===== src/rtl/core/extended_float_add_mul_div_macros.svh =====
// ----------------------------------------------------------------------------
// extended float unit assertion macros
// clocked assertion helpers used by the unit's sequencer
// ----------------------------------------------------------------------------
`ifndef EXTENDED_FLOAT_ADD_MUL_DIV_MACROS_SVH
`define EXTENDED_FLOAT_ADD_MUL_DIV_MACROS_SVH

// same-cycle implication, disabled in reset
`define EFAM_ASSERT_NOW(lbl, clk, rstn, ante, cons, msg) \
	lbl: assert property (@(posedge clk) disable iff (!rstn) (ante) |-> (cons)) else $error(msg);

// next-cycle implication, disabled in reset
`define EFAM_ASSERT_NEXT(lbl, clk, rstn, ante, cons, msg) \
	lbl: assert property (@(posedge clk) disable iff (!rstn) (ante) |=> (cons)) else $error(msg);

`endif


===== src/rtl/core/efam_pkg.sv =====
// ----------------------------------------------------------------------------
// efam_pkg
// types and constants of the extended float add/mul/div unit
// ----------------------------------------------------------------------------
package efam_pkg;

	localparam logic [1:0] OP_ADD = 2'd0;
	localparam logic [1:0] OP_SUB = 2'd1;
	localparam logic [1:0] OP_MUL = 2'd2;
	localparam logic [1:0] OP_DIV = 2'd3;

	localparam logic [1:0] RM_NEAR = 2'd0;
	localparam logic [1:0] RM_DOWN = 2'd1;
	localparam logic [1:0] RM_UP   = 2'd2;
	localparam logic [1:0] RM_ZERO = 2'd3;

	localparam logic [14:0] EXP_BIAS = 15'h3fff;
	localparam logic [14:0] EXP_TOP  = 15'h7ffe;
	localparam logic [14:0] EXP_ONE  = 15'h0001;
	localparam logic [14:0] EXP_ALL1 = 15'h7fff;

	localparam logic signed [17:0] E_MIN = -18'sd16382;
	localparam logic signed [17:0] E_MAX = 18'sd16383;

	localparam logic [63:0] SIG_INT  = 64'h8000_0000_0000_0000;
	localparam logic [63:0] SIG_QNAN = 64'hc000_0000_0000_0000;

	typedef struct packed {
		logic        sign;
		logic [14:0] exp;
		logic [63:0] sig;
	} xval_t;

	typedef struct packed {
		logic load;
		logic classify;
		logic align;
		logic addsub;
		logic negate;
		logic mul;
		logic prenorm;
		logic divide;
		logic norm;
		logic round;
		logic emit;
	} cmd_t;

	typedef struct packed {
		logic [1:0] op;
		logic       special;
		logic       cancel;
		logic       mul_last;
		logic       pre_done;
		logic       div_last;
		logic       norm_done;
	} sts_t;

endpackage


===== src/rtl/core/efam_ctrl.sv =====
// ----------------------------------------------------------------------------
// efam_ctrl
// sequencer of the extended float unit: steps the datapath per operation
// ----------------------------------------------------------------------------
`include "extended_float_add_mul_div_macros.svh"

module efam_ctrl (
	input  logic          clk,
	input  logic          arst_n,
	input  logic          s_tvalid,
	output logic          s_tready,
	output logic          m_tvalid,
	input  logic          m_tready,
	input  efam_pkg::sts_t sts,
	output efam_pkg::cmd_t cmd
);
	import efam_pkg::*;

	typedef enum logic [10:0] {
		ST_IDLE    = 11'b000_0000_0001,
		ST_CLASS   = 11'b000_0000_0010,
		ST_ALIGN   = 11'b000_0000_0100,
		ST_ADDSUB  = 11'b000_0000_1000,
		ST_NEG     = 11'b000_0001_0000,
		ST_MUL     = 11'b000_0010_0000,
		ST_PRENORM = 11'b000_0100_0000,
		ST_DIV     = 11'b000_1000_0000,
		ST_NORM    = 11'b001_0000_0000,
		ST_ROUND   = 11'b010_0000_0000,
		ST_FINISH  = 11'b100_0000_0000
	} state_t;

	state_t state_q, state_d;
	logic   valid_q;
	logic   out_free;

	assign s_tready = (state_q == ST_IDLE);
	assign m_tvalid = valid_q;
	assign out_free = !valid_q || m_tready;

	always_comb begin
		cmd = '0;
		state_d = state_q;
		unique case (state_q)
			ST_IDLE: begin
				if (s_tvalid) begin
					cmd.load = 1'b1;
					state_d = ST_CLASS;
				end
			end
			ST_CLASS: begin
				cmd.classify = 1'b1;
				if (sts.special) begin
					state_d = ST_FINISH;
				end else begin
					unique case (sts.op)
						OP_ADD, OP_SUB: state_d = ST_ALIGN;
						OP_MUL: state_d = ST_MUL;
						OP_DIV: state_d = ST_PRENORM;
						default: state_d = ST_IDLE;
					endcase
				end
			end
			ST_ALIGN: begin
				cmd.align = 1'b1;
				state_d = ST_ADDSUB;
			end
			ST_ADDSUB: begin
				cmd.addsub = 1'b1;
				state_d = ST_NEG;
			end
			ST_NEG: begin
				cmd.negate = 1'b1;
				state_d = sts.cancel ? ST_FINISH : ST_NORM;
			end
			ST_MUL: begin
				cmd.mul = 1'b1;
				if (sts.mul_last) state_d = ST_NORM;
			end
			ST_PRENORM: begin
				cmd.prenorm = 1'b1;
				if (sts.pre_done) state_d = ST_DIV;
			end
			ST_DIV: begin
				cmd.divide = 1'b1;
				if (sts.div_last) state_d = ST_NORM;
			end
			ST_NORM: begin
				cmd.norm = 1'b1;
				if (sts.norm_done) state_d = ST_ROUND;
			end
			ST_ROUND: begin
				cmd.round = 1'b1;
				state_d = ST_FINISH;
			end
			ST_FINISH: begin
				if (out_free) begin
					cmd.emit = 1'b1;
					state_d = ST_IDLE;
				end
			end
			default: state_d = ST_IDLE;
		endcase
	end

	always_ff @(posedge clk or negedge arst_n) begin
		if (!arst_n) begin
			state_q <= ST_IDLE;
			valid_q <= 1'b0;
		end else begin
			state_q <= state_d;
			if (cmd.emit) valid_q <= 1'b1;
			else if (m_tready) valid_q <= 1'b0;
		end
	end

	`EFAM_ASSERT_NEXT(a_accept_to_class, clk, arst_n, s_tvalid && s_tready, state_q == ST_CLASS, "accepted transfer did not start classification")
	`EFAM_ASSERT_NOW(a_emit_free, clk, arst_n, cmd.emit, !valid_q || m_tready, "result emitted over a pending transfer")
	`EFAM_ASSERT_NEXT(a_hold_result, clk, arst_n, valid_q && !m_tready, valid_q, "pending result dropped")
	`EFAM_ASSERT_NEXT(a_div_to_norm, clk, arst_n, state_q == ST_DIV && sts.div_last, state_q == ST_NORM, "divide did not hand over to normalize")

endmodule


===== config.mk =====
export PLATFORM = sky130hd
export DESIGN_NAME = efam_ctrl
export DESIGN_NICKNAME = d
export VERILOG_FILES = /design/src/rtl/core/efam_pkg.sv /design/src/rtl/core/efam_ctrl.sv
export VERILOG_INCLUDE_DIRS = /design/src /design/src/rtl/core
export SDC_FILE = /design/constraint.sdc
export NUM_CORES = 1
export LEC_CHECK = 0
export BUFFER_PORTS_ARGS = -buffer_cell sky130_fd_sc_hd__buf_2
export CAP_MARGIN = 20
export CORE_ASPECT_RATIO = 1.4
export CORE_MARGIN = 2
export CORE_UTILIZATION = 34
export CTS_BUF_LIST = sky130_fd_sc_hd__clkbuf_16
export DETAILED_ROUTE_END_ITERATION = 10
export GPL_TIMING_DRIVEN = 0
export PLACE_DENSITY = 0.55
export SLEW_MARGIN = 5
export SYNTH_ARGS = -nofsm -noshare
export SYNTH_HDL_FRONTEND = slang
export SYNTH_SLANG_ARGS = --single-unit

===== constraint.sdc =====
create_clock -name clk -period 2.4 [get_ports clk]
set_clock_uncertainty 0.1 [all_clocks]
set_input_delay 0.12 -clock clk [delete_from_list [all_inputs] [get_ports clk]]
set_output_delay 0.12 -clock clk [all_outputs]
set_load 0.01 [all_outputs]

==> flow_summary_export.csv, run 1 <==
group,metric,value,unit
outcome,outcome,"finished clean",
synthesis,async_flop_share,1.00,
global_route,grt_first_pass_wirelength,3730,um
floorplan,io_pins,25,
synthesis,mappedNetlistNets,122,
layout,antenna_cells,0,
synthesis,synth-seq-cells,12,
global_route,vias_in_the_first_global_route,855,
timing,final_hold_viol_count,0,
timing,final.period_utilization,0.917,
floorplan,core_area,2420,um^2
pwr,total_leakage_power,0.592,nW
clock_network,worstSkewPairLatency,0.24,ns
synthesis,average_size_of_a_mapped_cell,8.00,um^2
clock_network,tritoncts_num_sinks,12,
synthesis,synth_top_cells_by_area,"sky130_fd_sc_hd__dfrtp_1 31%, sky130_fd_sc_hd__nor2_1 6.0%, sky130_fd_sc_hd__nor3b_1 6.0%",
detailed_routing,detailedRoute.firstPassIterationCount,4,
clock_network,cts_inserted_buffers,3,
detailed_routing,drt_drc_violations_left,0,
clock_network,tritoncts,"built",
clock_network,root_buffer,"sky130_fd_sc_hd__clkbuf_16",
job,max_cap_violations,0,
placed_design,gp_routability_congestion,0.834,
setup_path,critPathRequiredTime,2.18,ns
synthesis,synth.yosys.warnings,0,
floorplan,floorplan.rows,21,
detailed_routing,vias_per_cell,5.18,
detailed_routing,route.detailed.wl_per_inst,13.1,um
floorplan,initial_utilization,0.364,
timing,timing.slew.headroom,0.691,
layout,drive_above_1_share,0.266,
synthesis,synth_edf_count,0,
global_route,number_of_antenna_violations_at_the_first_check_in_global_routing,0,
setup_path,critical_path.max_fanout,9,
timing,transition_time_at_the_pin_with_the_least_slew_margin,0.459,ns
timing,post-route-min-period,2.20,ns
global_route,track_usage,0.170,
layout,layout.filler_cells,260,
timing,fmax,454,MHz
timing,final_max_slew_viol_count,0,
synthesis,postSynth.topFlopCell,"sky130_fd_sc_hd__dfrtp_1",
layout,design.final.nets,156,
setup_path,arrival_time_reported_for_the_critical_path_endpoint,1.98,ns
global_route,grt_max_degree,13,
placed_design,dpl.hpwl,1720,um
synthesis,synthesis.instances,110,
setup_path,critPathLaunchType,"flop",
setup_path,critPathSlowestCell,"sky130_fd_sc_hd__nor4_2",
setup_path,worstSetupPathType,"flop to output port",
synthesis,synth.top_cell.area_share,0.313,
timing,rsz0062_at_grt,"no",
timing,final.hold.worst_slack,0.0151,ns
synthesis,mappedNetlistArea,880,um^2
timing,fin_setup_tns,0,ns
layout,leading_cell_type_in_the_layout_fill_and_taps_excluded,"sky130_fd_sc_hd__buf_2",
detailed_routing,drt_first_iter_violations,23,
pwr,max-vdd-ir-drop,0.385,mV
layout,layout_area_growth_over_synthesis,34.4,%
synthesis,synth_sequential_area_ratio,0.343,
placed_design,port_buffers,24,
setup_path,critical-path-max-stage-delay,0.48,ns
clock_network,htreeDepth,1,
floorplan,die_h,64.2,um
clock_network,cts.reportedPaths.clkPinSlew,0.05,ns
clock_network,cts-root-to-sink-buffers,2,
detailed_routing,vias,916,
timing,setup_violations,0,
floorplan,die_area,3020,um^2
setup_path,critical_path.cell_chain,"buf_2, nor4_2, nand3_1, nor3b_1, buf_2",
pwr,total_power_after_layout,0.906,mW
detailed_routing,detail-route-antenna-nets,0,
synthesis,yosysTopAreaCell,"sky130_fd_sc_hd__dfrtp_1",
setup_path,setup.worst_path.end_class,"output port",
global_route,overflow,0,
worst_hold_path,hold_path_class,"input port to flop",
setup_path,path_common_cell,"sky130_fd_sc_hd__buf_2",
detailed_routing,wl,2320,um
pwr,cellPowerDensity,766,nW/um^2
synthesis,yosysUniqueCellTypes,38,
layout,most-common-layout-cells,"28 x sky130_fd_sc_hd__buf_2, 14 x sky130_fd_sc_hd__nor2_1, 11 x sky130_fd_sc_hd__dfrtp_1",
floorplan,floorplan.die.width,47.0,um
==> area by class of cell <==
| class | count | area, um^2 | share of cell area |
|---|---|---|---|
| tap | 34 | 42.5 | 0.0360 |
| clock buffer | 3 | 75.1 | 0.0635 |
| sequential | 12 | 302 | 0.255 |
| buffer | 8 | 42.5 | 0.0360 |
| timing repair buffer | 29 | 170 | 0.144 |
| inverter | 4 | 15.0 | 0.0127 |
| clock inverter | 1 | 3.75 | 0.00317 |
| multi-input combinational | 86 | 532 | 0.450 |
==> metrics by stage <==
step                cells  area [um^2]  utilization  setup slack (ns)
finish                177         1180        0.489             0.199
detailed placement    168         1040        0.431             0.299
CTS                   177         1170        0.484            0.0353
global route          177         1180        0.489            0.0604
floorplan             110          880            -             0.518
global placement      168         1040        0.431             0.295
==> kinds of logic (layout without fill, tap and decap cells) <==
family,count (synthesis),count (layout),synth area share
XOR/XNOR,3,3,0.0299
buffers and inverters,12,45,0.0654
multiplexers,2,2,0.0228
flip-flops,12,12,0.343
AO/OA/AOI/OAI,17,17,0.129
AND/OR/NAND/NOR,64,64,0.410
==> final timing paths <==
| check | from | end | slack (ns) | cells past startpoint |
|---|---|---|---|---|
| max | state_q[1] | cmd[5] | 0.20 | 5 |
| min reg2reg | m_tvalid | m_tvalid | 0.45 | 2 |
| max reg2reg | state_q[5] | state_q[2] | 0.28 | 5 |
| max in group asynchronous | arst_n | state_q[0] | 1.72 | 2 |
| min | s_tvalid | state_q[1] | 0.02 | 2 |
| min in group asynchronous | arst_n | m_tvalid | 0.20 | 2 |
==> flip-flops by register name (all words and copies together) (netlist names) <==
register and count:
state_q 11, m_tvalid 1
==> metal layers <==
metal,vias up,share of wire,GRT usage
met4,0,0.028,0.104
li1,455,-,-
met5,-,0,0
met3,5,0.028,0.0169
met2,19,0.48,0.259
met1,437,0.46,0.220
==> synthesized netlist by cell type (2+ instances only) <==
cell and count:
sky130_fd_sc_hd__o21ai_0 7, sky130_fd_sc_hd__dfrtp_1 11, sky130_fd_sc_hd__nor4_1 2, sky130_fd_sc_hd__buf_2 4
sky130_fd_sc_hd__nor2b_1 3, sky130_fd_sc_hd__o211ai_1 2, sky130_fd_sc_hd__nand3_1 8, sky130_fd_sc_hd__nor3_1 5
sky130_fd_sc_hd__clkbuf_1 3, sky130_fd_sc_hd__and2_1 3, sky130_fd_sc_hd__nor2_1 14, sky130_fd_sc_hd__inv_1 4
sky130_fd_sc_hd__mux2i_1 2, sky130_fd_sc_hd__nand2_1 10, sky130_fd_sc_hd__nor3b_1 7, sky130_fd_sc_hd__xor2_1 3
==> worst max-delay path, delay by kind of cell (launching register included) <==
family | cells | cell delay, ns
flip-flops | 1 | 0.34
buffers and inverters | 2 | 0.36
AND/OR/NAND/NOR | 3 | 1.02
==> what timing repair did <==
item                       CTS  global route
buffers inserted             0             0
hold buffers                 5             0
gates resized for setup      0             2
setup endpoints to repair    0             5
hold endpoints to repair    15             0
==> power breakdown <==
group,leakage (nW),switching [mW],internal (mW)
Sequential,0.163,0.0182,0.233
Clock,0.0385,0.0952,0.220
Combinational,0.390,0.200,0.139
(Power assumes the default switching activity.)
==> run 2: changes to the inputs <==
==> constraint.sdc (replaced) <==
create_clock -name clk -period 2.8 [get_ports clk]
set_clock_uncertainty 0.1 [all_clocks]
set_input_delay 0.14 -clock clk [delete_from_list [all_inputs] [get_ports clk]]
set_output_delay 0.14 -clock clk [all_outputs]
set_load 0.01 [all_outputs]
==> run 2 against run 1 <==
Sequential share of layout area increased by 0.69 points. Critical path depth increased by 1. Cell count decreased by 1.1%. Largest cell class unchanged. Highest routed layer unchanged.
==> flow_summary_export.csv, run 2 (synthesis gave the netlist of run 1 again) <==
group,metric,value,unit
detailed_routing,vias_per_cell,5.18,
setup_path,r2r_setup_slack,0.82,ns
pwr,cellPowerDensity,670,nW/um^2
setup_path,critical_path.max_fanout,10,
pwr,internal_power,0.504,mW
outcome,outcome,"finished clean",
floorplan,die_area,3020,um^2
layout,most-common-layout-cells,"28 x sky130_fd_sc_hd__buf_2, 14 x sky130_fd_sc_hd__nor2_1, 11 x sky130_fd_sc_hd__dfrtp_1",
setup_path,critical_path.cell_chain,"clkbuf_1, nor4_1, nand2_1, nor3_1, and2_1, buf_2",
global_route,vias_in_the_first_global_route,849,
setup_path,critical_path.reg2reg.endpoint,"state_q[10]",
setup_path,setup.worst_path.end_class,"output port",
detailed_routing,wl,2280,um
setup_path,rr_startpoint,"state_q[9]",
placed_design,placedInstanceArea,1040,um^2
timing,transition_time_at_the_pin_with_the_least_slew_margin,0.682,ns
worst_hold_path,whs_endpoint,"state_q[6]",
placed_design,port_buffers,24,
timing,timing.slew.headroom,0.542,
global_route,overflow,0,
global_route,number_of_antenna_violations_at_the_first_check_in_global_routing,0,
setup_path,critPathRequiredTime,2.56,ns
layout,drive_above_1_share,0.255,
timing,final_hold_viol_count,0,
setup_path,path_buf_inv,2,
global_route,track_usage,0.169,
pwr,power_switching,0.267,mW
clock_network,cts-root-to-sink-buffers,2,
timing,rsz0062_at_grt,"no",
job,max_cap_violations,0,
timing,post-route-min-period,2.37,ns
layout,post_layout_nonfiller_instances,175,
worst_hold_path,min_from,"sts[2]",
placed_design,dpl.hpwl,1720,um
pwr,total_power_after_layout,0.771,mW
clock_network,tritoncts_num_sinks,12,
detailed_routing,detailedRoute.firstPassIterationCount,4,
timing,setup_violations,0,
layout,largest_reg_flops,11,
timing,final_max_slew_viol_count,0,
layout,register_ranked_first_by_flip_flop_count,"state_q",
layout,design.final.nets,154,
clock_network,tritoncts,"built",
global_route,grt_first_pass_wirelength,3710,um
timing,fin_setup_tns,0,ns
timing,final.period_utilization,0.846,
detailed_routing,vias,906,
setup_path,crit_family,"simple AND/OR/NAND/NOR gates",
setup_path,arrival_time_reported_for_the_critical_path_endpoint,2.13,ns
detailed_routing,detail-route-antenna-nets,0,
global_route,grt_max_degree,13,
timing,final_ws_setup,0.430,ns
timing,fmax,422,MHz
detailed_routing,drt_drc_violations_left,0,
floorplan,floorplan.rows,21,
layout,design_area,1150,um^2
setup_path,worstSetupPathType,"flop to output port",
worst_hold_path,hold_path_class,"input port to flop",
pwr,max-vdd-ir-drop,0.329,mV
setup_path,critPathLaunchType,"flop",
floorplan,die_h,64.2,um
detailed_routing,drt_first_iter_violations,17,
pwr,power.share.combinational,0.372,
setup_path,worst_r2r_path_depth,5,
detailed_routing,route.detailed.wl_per_inst,13.0,um
clock_network,worstSkewPairLatency,0.24,ns
layout,final_core_util,0.476,
pwr,power.switching_fraction,0.346,
setup_path,critical-path-max-stage-delay,0.55,ns
clock_network,cts_inserted_buffers,3,
clock_network,htreeDepth,1,
layout,antenna_cells,0,
placed_design,place_inst,168,
floorplan,core_area,2420,um^2
layout,leading_cell_type_in_the_layout_fill_and_taps_excluded,"sky130_fd_sc_hd__buf_2",
setup_path,critPathSlowestCell,"sky130_fd_sc_hd__nor4_1",
floorplan,io_pins,25,
placed_design,gp_routability_congestion,0.834,
pwr,power.clock.fraction,0.349,
layout,layout_area_growth_over_synthesis,30.9,%
floorplan,initial_utilization,0.364,
clock_network,root_buffer,"sky130_fd_sc_hd__clkbuf_16",
floorplan,floorplan.die.width,47.0,um
pwr,total_leakage_power,0.578,nW
placed_design,dp_worst_setup_slack,0.679,ns
clock_network,cts.reportedPaths.clkPinSlew,0.04,ns
pwr,sequentialPowerShare,0.279,
worst_hold_path,hold-path-cell-count,2,
timing,final.hold.worst_slack,0.00105,ns
## run 2: metal layers
layer,global-route usage,up-vias,routed length [um]
li1,-,456,-
met1,0.220,426,1070
met2,0.257,19,1080
met3,0.0169,5,67
met4,0.104,0,63
met5,0,-,0
## run 2: worst max path at each step
stage	start	to	slack [ns]	depth (start not counted)
after global routing	state_q[6]	cmd[10]	0.25	6
after global placement	state_q[6]	cmd[10]	0.68	6
after detailed placement	state_q[6]	cmd[10]	0.68	6
final	state_q[6]	cmd[10]	0.43	6
after floorplan	state_q[5]	cmd[10]	0.90	5
after CTS	state_q[5]	cmd[10]	0.42	6
## run 2: worst reg2reg max path: stages (launching register included)
cell and delay [ns]:
sky130_fd_sc_hd__dfrtp_1 0.44, sky130_fd_sc_hd__nor3_1 0.59, sky130_fd_sc_hd__nand3_1 0.27, sky130_fd_sc_hd__nor3b_2 0.26
sky130_fd_sc_hd__nand2_1 0.10, sky130_fd_sc_hd__o211ai_1 0.12
## run 2: layout make-up
| type | count | area [um^2] |
|---|---|---|
| tap | 34 | 42.5 |
| buffer | 8 | 42.5 |
| clock inverter | 1 | 3.75 |
| timing repair buffer | 27 | 150 |
| multi-input combinational | 86 | 520 |
| sequential | 12 | 302 |
| inverter | 4 | 15.0 |
| fill | 261 | 1270 |
| clock buffer | 3 | 75.1 |
## run 2: timing repair
action,in CTS,in global routing
hold buffers,3,0
endpoints found under the hold margin,14,0
gates resized for setup,0,0
buffers inserted,0,0
## run 2: power by group through the flow
stage	logic, mW	registers, mW	clock network [mW]
finish	0.287	0.215	0.269
global route	0.324	0.217	0.279
floorplan	0.204	0.215	0
CTS	0.287	0.214	0.273
global placement	0.280	0.217	0
detailed placement	0.282	0.216	0
==> run 3: changes to the inputs <==
--- a/config.mk
+++ b/config.mk
@@ -6,6 +6,7 @@
 export SDC_FILE = /design/constraint.sdc
 export NUM_CORES = 1
 export LEC_CHECK = 0
+export ABC_AREA = 1
 export BUFFER_PORTS_ARGS = -buffer_cell sky130_fd_sc_hd__buf_2
 export CAP_MARGIN = 20
 export CORE_ASPECT_RATIO = 1.4
==> constraint.sdc (replaced) <==
create_clock -name clk -period 2.4 [get_ports clk]
set_clock_uncertainty 0.1 [all_clocks]
set_input_delay 0.12 -clock clk [delete_from_list [all_inputs] [get_ports clk]]
set_output_delay 0.12 -clock clk [all_outputs]
set_load 0.01 [all_outputs]
==> run 3 against run 2 <==
Combinational power is 110% higher. Worst hold slack better by 0.023 ns. Wire length is 2.7% lower. Largest power group unchanged. Highest routed layer unchanged.
==> flow_summary_export.csv, run 3 <==
group,metric,value,unit
outcome,outcome,"finished clean",
synthesis,yosysUniqueCellTypes,22,
floorplan,io_pins,25,
pwr,total_leakage_power,0.747,nW
setup_path,arrival_time_reported_for_the_critical_path_endpoint,1.59,ns
placed_design,place_inst,195,
setup_path,worstSetupPathType,"flop to output port",
floorplan,die_h,66.0,um
pwr,sequentialPowerShare,0.235,
timing,post-route-min-period,1.81,ns
setup_path,path_common_cell,"sky130_fd_sc_hd__inv_1",
setup_path,critical_path.max_fanout,3,
synthesis,mappedNetlistNets,147,
synthesis,synth-seq-cells,12,
synthesis,synthesis.instances,135,
layout,register_ranked_first_by_flip_flop_count,"state_q",
placed_design,port_buffers,24,
synthesis,synth_sequential_area_ratio,0.323,
clock_network,cts-root-to-sink-buffers,2,
global_route,grt_max_degree,13,
clock_network,cts_setup_buffers,0,
detailed_routing,route.detailed.wl_per_inst,10.9,um
timing,final.period_utilization,0.752,
global_route,vias_in_the_first_global_route,888,
synthesis,async_flop_share,1.00,
floorplan,die_area,3190,um^2
layout,antenna_cells,0,
pwr,cellPowerDensity,968,nW/um^2
synthesis,mappedNetlistArea,933,um^2
timing,setup_violations,0,
pwr,total_power_after_layout,1.19,mW
timing,final_max_slew_viol_count,0,
detailed_routing,drt_first_iter_violations,10,
pwr,power.switching_fraction,0.428,
layout,drive_above_1_share,0.321,
floorplan,floorplan.rows,22,
setup_path,setup.worst_path.end_class,"output port",
clock_network,tritoncts_num_sinks,12,
global_route,overflow,0,
layout,final_core_util,0.469,
placed_design,gp_routability_congestion,0.802,
pwr,max-vdd-ir-drop,0.403,mV
placed_design,dpl.hpwl,1790,um
setup_path,critical_path.cell_chain,"inv_1, nor3_1, inv_1, nor2_2, inv_1, nor2_1, buf_2",
timing,transition_time_at_the_pin_with_the_least_slew_margin,0.347,ns
timing,final_hold_viol_count,0,
synthesis,postSynth.topFlopCell,"sky130_fd_sc_hd__dfrtp_1",
clock_network,htreeDepth,1,
pwr,power.clock.fraction,0.263,
setup_path,critPathRequiredTime,2.18,ns
timing,timing.slew.headroom,0.767,
floorplan,floorplan.die.width,48.3,um
detailed_routing,vias_per_cell,4.40,
clock_network,cts_inserted_buffers,3,
synthesis,synthTopCellsByCount,"28 x sky130_fd_sc_hd__inv_1, 26 x sky130_fd_sc_hd__nand2_1, 18 x sky130_fd_sc_hd__nor2_1",
layout,post_layout_nonfiller_instances,204,
synthesis,synth_top_cells_by_area,"sky130_fd_sc_hd__dfrtp_1 29%, sky130_fd_sc_hd__inv_1 11%, sky130_fd_sc_hd__nand2_1 10%",
synthesis,synth.top_cell.area_share,0.295,
pwr,internal_power,0.680,mW
timing,fin_setup_tns,0,ns
global_route,grt_first_pass_wirelength,3700,um
detailed_routing,vias,897,
clock_network,root_buffer,"sky130_fd_sc_hd__clkbuf_16",
global_route,track_usage,0.171,
layout,layout.filler_cells,271,
timing,fmax,554,MHz
setup_path,critical-path-max-stage-delay,0.53,ns
layout,largest_reg_flops,11,
detailed_routing,detailedRoute.firstPassIterationCount,4,
synthesis,synth_edf_count,0,
worst_hold_path,hold_path_class,"input port to flop",
detailed_routing,wl,2220,um
detailed_routing,drt_drc_violations_left,0,
setup_path,critPathLaunchType,"flop",
global_route,number_of_antenna_violations_at_the_first_check_in_global_routing,0,
clock_network,tritoncts,"built",
synthesis,most_instantiated_library_cell_after_synthesis,"sky130_fd_sc_hd__inv_1",
job,max_cap_violations,0,
clock_network,worstSkewPairLatency,0.24,ns
floorplan,core_area,2620,um^2
layout,design.final.nets,181,
synthesis,average_size_of_a_mapped_cell,6.91,um^2
pwr,power.share.combinational,0.502,
synthesis,synth.yosys.warnings,0,
pwr,power_switching,0.509,mW
detailed_routing,detail-route-antenna-nets,0,
layout,most-common-layout-cells,"29 x sky130_fd_sc_hd__inv_1, 26 x sky130_fd_sc_hd__nand2_1, 24 x sky130_fd_sc_hd__buf_2",
layout,layout_area_growth_over_synthesis,31.5,%
synthesis,yosysTopAreaCell,"sky130_fd_sc_hd__dfrtp_1",
clock_network,cts.reportedPaths.clkPinSlew,0.05,ns
floorplan,initial_utilization,0.357,
timing,rsz0062_at_grt,"no",
setup_path,critPathSlowestCell,"sky130_fd_sc_hd__dfstp_2",
layout,leading_cell_type_in_the_layout_fill_and_taps_excluded,"sky130_fd_sc_hd__inv_1",
run 3: cell types whose count changed after synthesis, moves of 5 or more:
cell and change:
sky130_fd_sc_hd__nor2_2 +5, sky130_fd_sc_hd__inv_1 +24, sky130_fd_sc_hd__nor3b_1 -7, sky130_fd_sc_hd__nand2_1 +16
run 3: repair_timing:
action,4_1_cts,5_1_grt
setup endpoints to repair,0,0
endpoints found under the hold margin,15,0
resized for setup,0,0
hold buffers,5,0
run 3: critical path, delay by kind of cell (launching register included):
| kind | cells | cell delay (ns) |
|---|---|---|
| flip-flops | 1 | 0.53 |
| buffers and inverters | 4 | 0.35 |
| AND/OR/NAND/NOR | 3 | 0.47 |
run 3: area by class of cell:
type,count,area [um^2],area share
Multi-Input combinational cell,91,512,0.417
Sequential cell,12,302,0.246
Timing Repair Buffer,29,170,0.139
Inverter,32,120,0.0979
Clock buffer,3,75.1,0.0612
Tap cell,36,45.0,0.0367
Clock inverter,1,3.75,0.00306
run 3: final timing paths:
| check | start | endpoint | slack [ns] | depth (start not counted) |
|---|---|---|---|---|
| worst max-delay path | state_q[0] | cmd[10] | 0.59 | 7 |
| worst min-delay path | sts[4] | state_q[10] | 0.02 | 3 |
| worst max register to register | state_q[8] | state_q[2] | 0.64 | 6 |
| worst min register to register | m_tvalid | m_tvalid | 0.46 | 2 |
| max in group asynchronous | arst_n | state_q[0] | 1.73 | 2 |
| min in group asynchronous | arst_n | state_q[2] | 0.19 | 2 |
run 3: cell families after synthesis:
| family | count (synthesis) | share of synthesized area |
|---|---|---|
| buf+inv | 32 | 0.129 |
| flops | 12 | 0.323 |
| compound gates | 6 | 0.0389 |
| simple gates | 85 | 0.509 |
run 3: metal layers:
layer  routed length [um]  up-vias  global-route usage
li1                     -      475                   -
met2                 1140       22               0.266
met5                    0        -              0.0222
met1                  869      391               0.183
met4                  111        0               0.128
met3                  102        9              0.0464
run 3: power groups by stage:
stage	Combinational [mW]	Sequential, mW	Clock (mW)
after floorplan	0.474	0.277	0
after global placement	0.589	0.281	0
after detailed placement	0.595	0.282	0
after CTS	0.606	0.280	0.317
after global routing	0.676	0.285	0.333
final	0.597	0.280	0.312
run 3: through the flow:
step / area (um^2) / setup WS [ns] / hold slack, ns
6_report: 1230 / 0.595 / 0.0236
5_1_grt: 1230 / 0.426 / 0.0522
4_1_cts: 1230 / 0.589 / 0.0277
3_5_place_dp: 1100 / 0.765 / -0.0707
3_3_place_gp: 1100 / 0.772 / -0.0778
2_1_floorplan: 933 / 0.908 / -0.276
